===== src/design/drrip_ram.sv =====
// ----------------------------------------------------------------------------
// Generic RAM
// One write port, one read port, registered read data.
// ----------------------------------------------------------------------------
module drrip_ram #(
  parameter int Width = 8,
  parameter int Depth = 16
) (
  input  logic                     clk,
  input  logic                     we,
  input  logic [$clog2(Depth)-1:0] waddr,
  input  logic [Width-1:0]         wdata,
  input  logic [$clog2(Depth)-1:0] raddr,
  output logic [Width-1:0]         rdata
);
  logic [Width-1:0] mem [Depth];

  always_ff @(posedge clk) begin
    if (we) mem[waddr] <= wdata;
    rdata <= mem[raddr];
  end
endmodule


===== config.mk =====
export PLATFORM = sky130hd
export DESIGN_NAME = drrip_ram
export DESIGN_NICKNAME = d
export VERILOG_FILES = /design/src/design/drrip_ram.sv
export SDC_FILE = /design/constraint.sdc
export NUM_CORES = 1
export LEC_CHECK = 0
export BUFFER_PORTS_ARGS = -buffer_cell sky130_fd_sc_hd__buf_2
export CORE_AREA = 10 10 156 86
export DETAILED_ROUTE_END_ITERATION = 8
export DIE_AREA = 0 0 166 96
export PLACE_DENSITY_LB_ADDON = 0.15
export SLEW_MARGIN = 20
export SYNTH_ARGS = -nofsm -noshare
export SYNTH_HDL_FRONTEND = slang
export SYNTH_SLANG_ARGS = --single-unit

===== constraint.sdc =====
create_clock -name clk -period 3.3 [get_ports clk]
set_clock_uncertainty 0.2 [all_clocks]
set_input_delay 0.66 -clock clk [delete_from_list [all_inputs] [get_ports clk]]
set_output_delay 0.66 -clock clk [all_outputs]
set_load 0.02 [all_outputs]

After elaboration in Yosys (flattened, before gate mapping)
Memories as Yosys holds them, arrays and structs flattened. A register that Yosys moved wholly into a read port is not among the register bits.
Index checks and enable logic that the tools add are counted.

word-level totals
  register bits = 0
  RAM bits = 128
  input bits = 18
  output and inout bits = 8
  word-level logic and storage cells = 3
  memories kept = 1

memories
  memory  depth  width  read ports  clocked after memory_dff  write ports  line  RTL
  mem     16     8      1           1                         1            16    logic [Width-1:0] mem [Depth];

cells by class
  muxes and demuxes = 2

operators by type and width
  operator           count
  two-way mux 1 bit  2

Depth between registers and ports, before layout
Gate-level depths: netlist (run 1).

  word-level depth = 2
  mapped depth = 5
  mapped depth without buffers = 3

Worst setup path before layout (run 1)
OpenSTA, ideal clock, no wires.

  kind = input to register
  from = input port waddr[2]
  to = memory mem[0][0], enable pin
  library setup time = 0.383 ns
  arrival time = 1.770 ns
  data required time = 2.717 ns
  setup slack = 0.947 ns
  cell stages on the path = 2
  buffers on the path = 0
  cell sequence = or3b_2 > nor3_1

RTL lines
  what                line  RTL
  start: declaration  11    input logic [$clog2(Depth)-1:0] waddr,
  end: declaration    16

Straight into the memory's write port.

==> results of run 1 <==
kinds of logic (layout without fill, tap and decap cells):
family,after synthesis,in the layout
multiplexers,32,32
buffers and inverters,10,78
AO/OA/AOI/OAI,16,16
flip-flops,136,136
AND/OR/NAND/NOR,35,35
sequential cells by signal, summed over array words and instances (netlist names):
signal	cells
rdata	8
mem	128
worst max-delay path by stage:
stage | start | end | depth (start not counted)
4_1_cts | raddr[0] | rdata[1]$_DFF_P_ | 5
2_1_floorplan | waddr[2] | mem[0][0]$_DFFE_PP_ | 2
5_1_grt | raddr[0] | rdata[1]$_DFF_P_ | 5
3_3_place_gp | raddr[0] | rdata[1]$_DFF_P_ | 5
6_report | raddr[0] | rdata[1]$_DFF_P_ | 5
3_5_place_dp | raddr[0] | rdata[1]$_DFF_P_ | 5
power breakdown:
group	switching, mW	internal (mW)
sequential	0.0117	1.93
clock	0.652	1.14
combinational	0.117	0.0779
total	0.781	3.15
critical path, cell delays in order:
cell     delay (ps)
buf_2           400
buf_4           240
mux4_1          580
a22oi_1         240
nand2_1         100
final cells by class:
class,count,area (um^2)
fillers,800,4610
flip-flops and latches,136,4000
multi-input cells,83,1060
clock buffers,21,460
repair buffers,46,295
well taps,145,181
clock inverters,11,104
cell usage after synthesis, drive strengths merged (2+ instances only):
cell and count:
clkdlybuf4s25 3, mux4 32, nor3 4, buf 7, dfxtp 8, edfxtp 128
nand2 9, nand2b 2, a22oi 16, nand3b 2, nor2 13
routing by layer:
| layer | track usage | vias to the layer above | wire length [um] |
|---|---|---|---|
| met5 | 0 | - | 0 |
| met4 | 0.0572 | 0 | 43 |
| met3 | 0.0504 | 4 | 777 |
| met2 | 0.197 | 78 | 4550 |
| met1 | 0.204 | 1282 | 5320 |
| li1 | - | 1082 | - |
stage by stage:
stage / worst slack, ps / utilization / power (mW)
after floorplan: 947 / - / 2.09
after global placement: 729 / 0.517 / 2.17
after detailed placement: 685 / 0.517 / 2.18
after CTS: 1120 / 0.570 / 3.96
after global routing: 1010 / 0.570 / 4.06
final: 1160 / 0.570 / 3.93
==> impl_metrics.csv, run 1 <==
group,metric,value,unit
run_status,status,"finished clean",
synth,synthAdderAreaFrac,0,
global_route,grt_pass1_vias,2601,
critical_path,timing.critical_path.to_type,"flip-flop",
synth,syn_area_per_cell,22.5,um^2
critical_path,required,3380,ps
flow_run,max_cap_viol_count,0,
finish,antenna_cells,0,
synth,ys_types,19,
placed_design,hpwl,7110,um
die,die_y,96,um
finish,final_common_cell,"edfxtp_1",
critical_path,start_kind,"input port",
critical_path,r2r_end,"rdata[7]$_DFF_P_",
clocking,h-tree-depth,4,
sta,whs,441,ps
pwr,irDropWorstVdd,0.411,mV
die,start_util,0.481,
critical_path,critPathMaxFanout,14,
synth,ys.flop_type,"edfxtp_1",
global_route,grt_pass1_wl,16400,um
synth,synth_cells,229,
clocking,cts_setup_buffers,0,
clocking,ctsHoldBuffers,0,
placed_design,place.port_buffers,25,
synth,synth-edff-count,128,
clocking,root_buffer,"clkbuf_16",
detailed_routing,drtIter0Drc,195,
pwr,p_leak,2.09,nW
pwr,p_per_area,644,mW/mm^2
sta,slew_violations,0,
worst_hold_path,hold_depth,1,
sta,fmax,0.468,GHz
critical_path,arrival,2220,ps
clocking,cts_tree,"built",
finish,drive_gt1_frac,0.310,
synth,synth.top_cell.area_share,0.747,
synth,yosysWarningCount,0,
synth,synthArstFlopShare,0,
clocking,insertion_delay,410,ps
detailed_routing,num_vias,2446,
sta,rsz0062_at_grt,"no",
global_route,grt_max_degree,20,
die,die_x,166,um
critical_path,reg2reg_from,"mem[3][7]$_DFFE_PP_",
detailed_routing,wl_per_cell,24.2,um
sta,setup_violations,0,
synth,synth_xor_area_frac,0,
die,std_cell_rows,27,
sta,setup_tns,0,ps
worst_hold_path,worstHoldEndpoint,"mem[14][7]$_DFFE_PP_",
clocking,cts_buffers,17,
detailed_routing,via_per_inst,5.53,
placed_design,placedCellCount,410,
finish,syn_to_final_growth,18.5,%
die,ios,26,
critical_path,r2r_cells,3,
synth,synth_seq_area_share,0.778,
synth,yosys.area.top_type,"edfxtp_1",
placed_design,gp_congestion,0.754,
global_route,antenna_found_initial,0,
synth,synth.area.mux_share,0.150,
clocking,cts_num_sinks,136,
worst_hold_path,hold_start,"wdata[7]",
clocking,clkTransAtPathRegs,60,ps
detailed_routing,first_pass_iters,4,
finish,nets,302,
synth,syn_nets,247,
sta,fin_crit_sh,0.647,
clocking,cts_resized,0,
synth,synth_area_leaders,"edfxtp_1 75%, mux4_2 7.9%, mux4_1 7.1%",
die,core_area,0.0107,mm^2
detailed_routing,antenna_left,0,
global_route,grt_util_all_layers,0.143,
die,dieArea,0.0159,mm^2
sta,min_period,2140,ps
critical_path,crit_type,"in2reg",
finish,final_cell_mix,"128 x edfxtp_1, 25 x buf_2, 20 x buf_4, 18 x mux4_2, 17 x clkbuf_16",
synth,ys_ff_latch,136,
clocking,cts.path.max_buffers,2,
detailed_routing,drc_errors,0,
finish,finalNonFillerCells,442,
synth,synth_top_family_by_area,"multiplexers",
sta,max_slew_margin,0.498,
finish,final_area,0.00610,mm^2
critical_path,r2r_setup_slack,1750,ps
sta,hold_viol,0,
synth,synth_compound_area_frac,0.0233,
synth,yosys.area_share.simple,0.0318,
worst_hold_path,hp-class,"in2reg",
placed_design,place_area,0.00554,mm^2
sta,worst_pin_slew,752,ps
global_route,grt_overflow_total,0,
detailed_routing,drt_wl_total,10700,um
synth,netlist_area,0.00515,mm^2
Note: power is estimated with default switching activity, not from simulation.
==> run 2: changes to the inputs <==
==> constraint.sdc (replaced) <==
create_clock -name clk -period 1.9 [get_ports clk]
set_clock_uncertainty 0.2 [all_clocks]
set_input_delay 0.38 -clock clk [delete_from_list [all_inputs] [get_ports clk]]
set_output_delay 0.38 -clock clk [all_outputs]
set_load 0.02 [all_outputs]
==> impl_metrics.csv, run 2 (synthesis results as in run 1) <==
group,metric,value,unit
flow_run,max_cap_viol_count,0,
critical_path,timing.critical_path.to_type,"flip-flop",
finish,fill_cells,774,
global_route,grt_max_degree,21,
critical_path,arrival,1690,ps
die,ios,26,
sta,max_slew_margin,0.459,
critical_path,critPathMaxFanout,20,
finish,regMostFlops,"mem",
die,std_cell_rows,27,
die,dieArea,0.0159,mm^2
detailed_routing,drc_errors,0,
sta,setup_violations,0,
finish,nets,307,
critical_path,slowest_stage,"mux4_2",
finish,syn_to_final_growth,19.5,%
clocking,cts_tree,"built",
pwr,finalPower,6.78,mW
detailed_routing,antenna_left,0,
sta,hold_viol,0,
global_route,antenna_found_initial,0,
die,die_x,166,um
pwr,p_leak,2.11,nW
sta,min_period,1610,ps
run_status,status,"finished clean",
detailed_routing,first_pass_iters,4,
worst_hold_path,hp-class,"in2reg",
critical_path,path_buf_inv,3,
critical_path,required,1980,ps
finish,final_cell_mix,"128 x edfxtp_1, 25 x buf_2, 24 x buf_4, 18 x mux4_2, 17 x clkbuf_16",
clocking,clkTransAtPathRegs,60,ps
placed_design,dp_slack,-142,ps
clocking,cts_setup_buffers,0,
placed_design,gp_congestion,0.741,
finish,antenna_cells,0,
sta,fmax,0.622,GHz
critical_path,crit_chain,"buf_2 > buf_12 > buf_4 > mux4_2 > a22oi_1 > nand2_1",
die,die_y,96,um
finish,drive_gt1_frac,0.321,
critical_path,crit_type,"in2reg",
clocking,insertion_delay,400,ps
finish,largest_reg_flops,128,
sta,rsz0062_at_grt,"no",
sta,slew_violations,0,
sta,fin_crit_sh,0.846,
global_route,grt_pass1_wl,15600,um
clocking,ctsHoldBuffers,0,
detailed_routing,via_per_inst,5.47,
clocking,cts_num_sinks,136,
clocking,h-tree-depth,4,
sta,worst_pin_slew,809,ps
detailed_routing,wl_per_cell,22.9,um
finish,reg.largest.list,"mem x128, rdata x8",
critical_path,path_delay_family,"multiplexers",
clocking,cts.path.max_buffers,2,
sta,setup_tns,0,ps
critical_path,max_stage_delay,490,ps
clocking,root_buffer,"clkbuf_16",
critical_path,start_kind,"input port",
pwr,irDropWorstVdd,0.675,mV
detailed_routing,drt_wl_total,10200,um
placed_design,place.port_buffers,25,
die,core_area,0.0107,mm^2
pwr,p_per_area,1100,mW/mm^2
finish,final_common_cell,"edfxtp_1",
global_route,grt_pass1_vias,2561,
detailed_routing,num_vias,2445,
die,start_util,0.481,
global_route,grt_overflow_total,0,
detailed_routing,drtIter0Drc,186,
clocking,cts_resized,0,
sta,layout_setup_ws,292,ps
global_route,grt_util_all_layers,0.136,
placed_design,hpwl,6800,um
clocking,cts_buffers,17,
[run 2: layout make-up]
cell class,instances,area (um^2),share of cell area
Tap cell,145,181,0.0295
Timing Repair Buffer,51,345,0.0561
Sequential cell,136,4000,0.651
Multi-Input combinational cell,83,1060,0.173
Clock inverter,10,104,0.0169
Clock buffer,22,454,0.0738
[run 2: path summary, 6_finish.rpt]
kind	from	end	slack (ps)	depth (start not counted)
max reg2reg	mem[9][4]$_DFFE_PP_	rdata[4]$_DFF_P_	380	3
min reg2reg	mem[8][2]$_DFFE_PP_	rdata[2]$_DFF_P_	470	3
max	raddr[0]	rdata[6]$_DFF_P_	290	6
min	wdata[5]	mem[8][5]$_DFFE_PP_	160	1
[run 2: power breakdown]
part	switching [mW]	internal, mW
registers	0.0200	3.36
clock network	1.12	1.95
logic	0.196	0.144
total	1.33	5.45
[run 2: layer usage]
metal / track usage / share of wire / routed length (um) / up-vias
met2: 0.184 / 0.41 / 4240 / 73
met5: 0 / 0 / 0 / -
li1: - / - / - / 1094
met1: 0.198 / 0.52 / 5330 / 1274
met3: 0.0407 / 0.060 / 615 / 4
met4: 0.0550 / 0.0056 / 57 / 0
[run 2: metrics by stage]
| step | instances | hold slack [ps] | utilization | cell area, um^2 |
|---|---|---|---|---|
| 2_1_floorplan | 229 | 279 | - | 5150 |
| 3_3_place_gp | 415 | 453 | 0.522 | 5590 |
| 3_5_place_dp | 415 | 462 | 0.522 | 5590 |
| 4_1_cts | 447 | 148 | 0.574 | 6150 |
| 5_1_grt | 447 | 156 | 0.574 | 6150 |
| 6_report | 447 | 156 | 0.574 | 6150 |
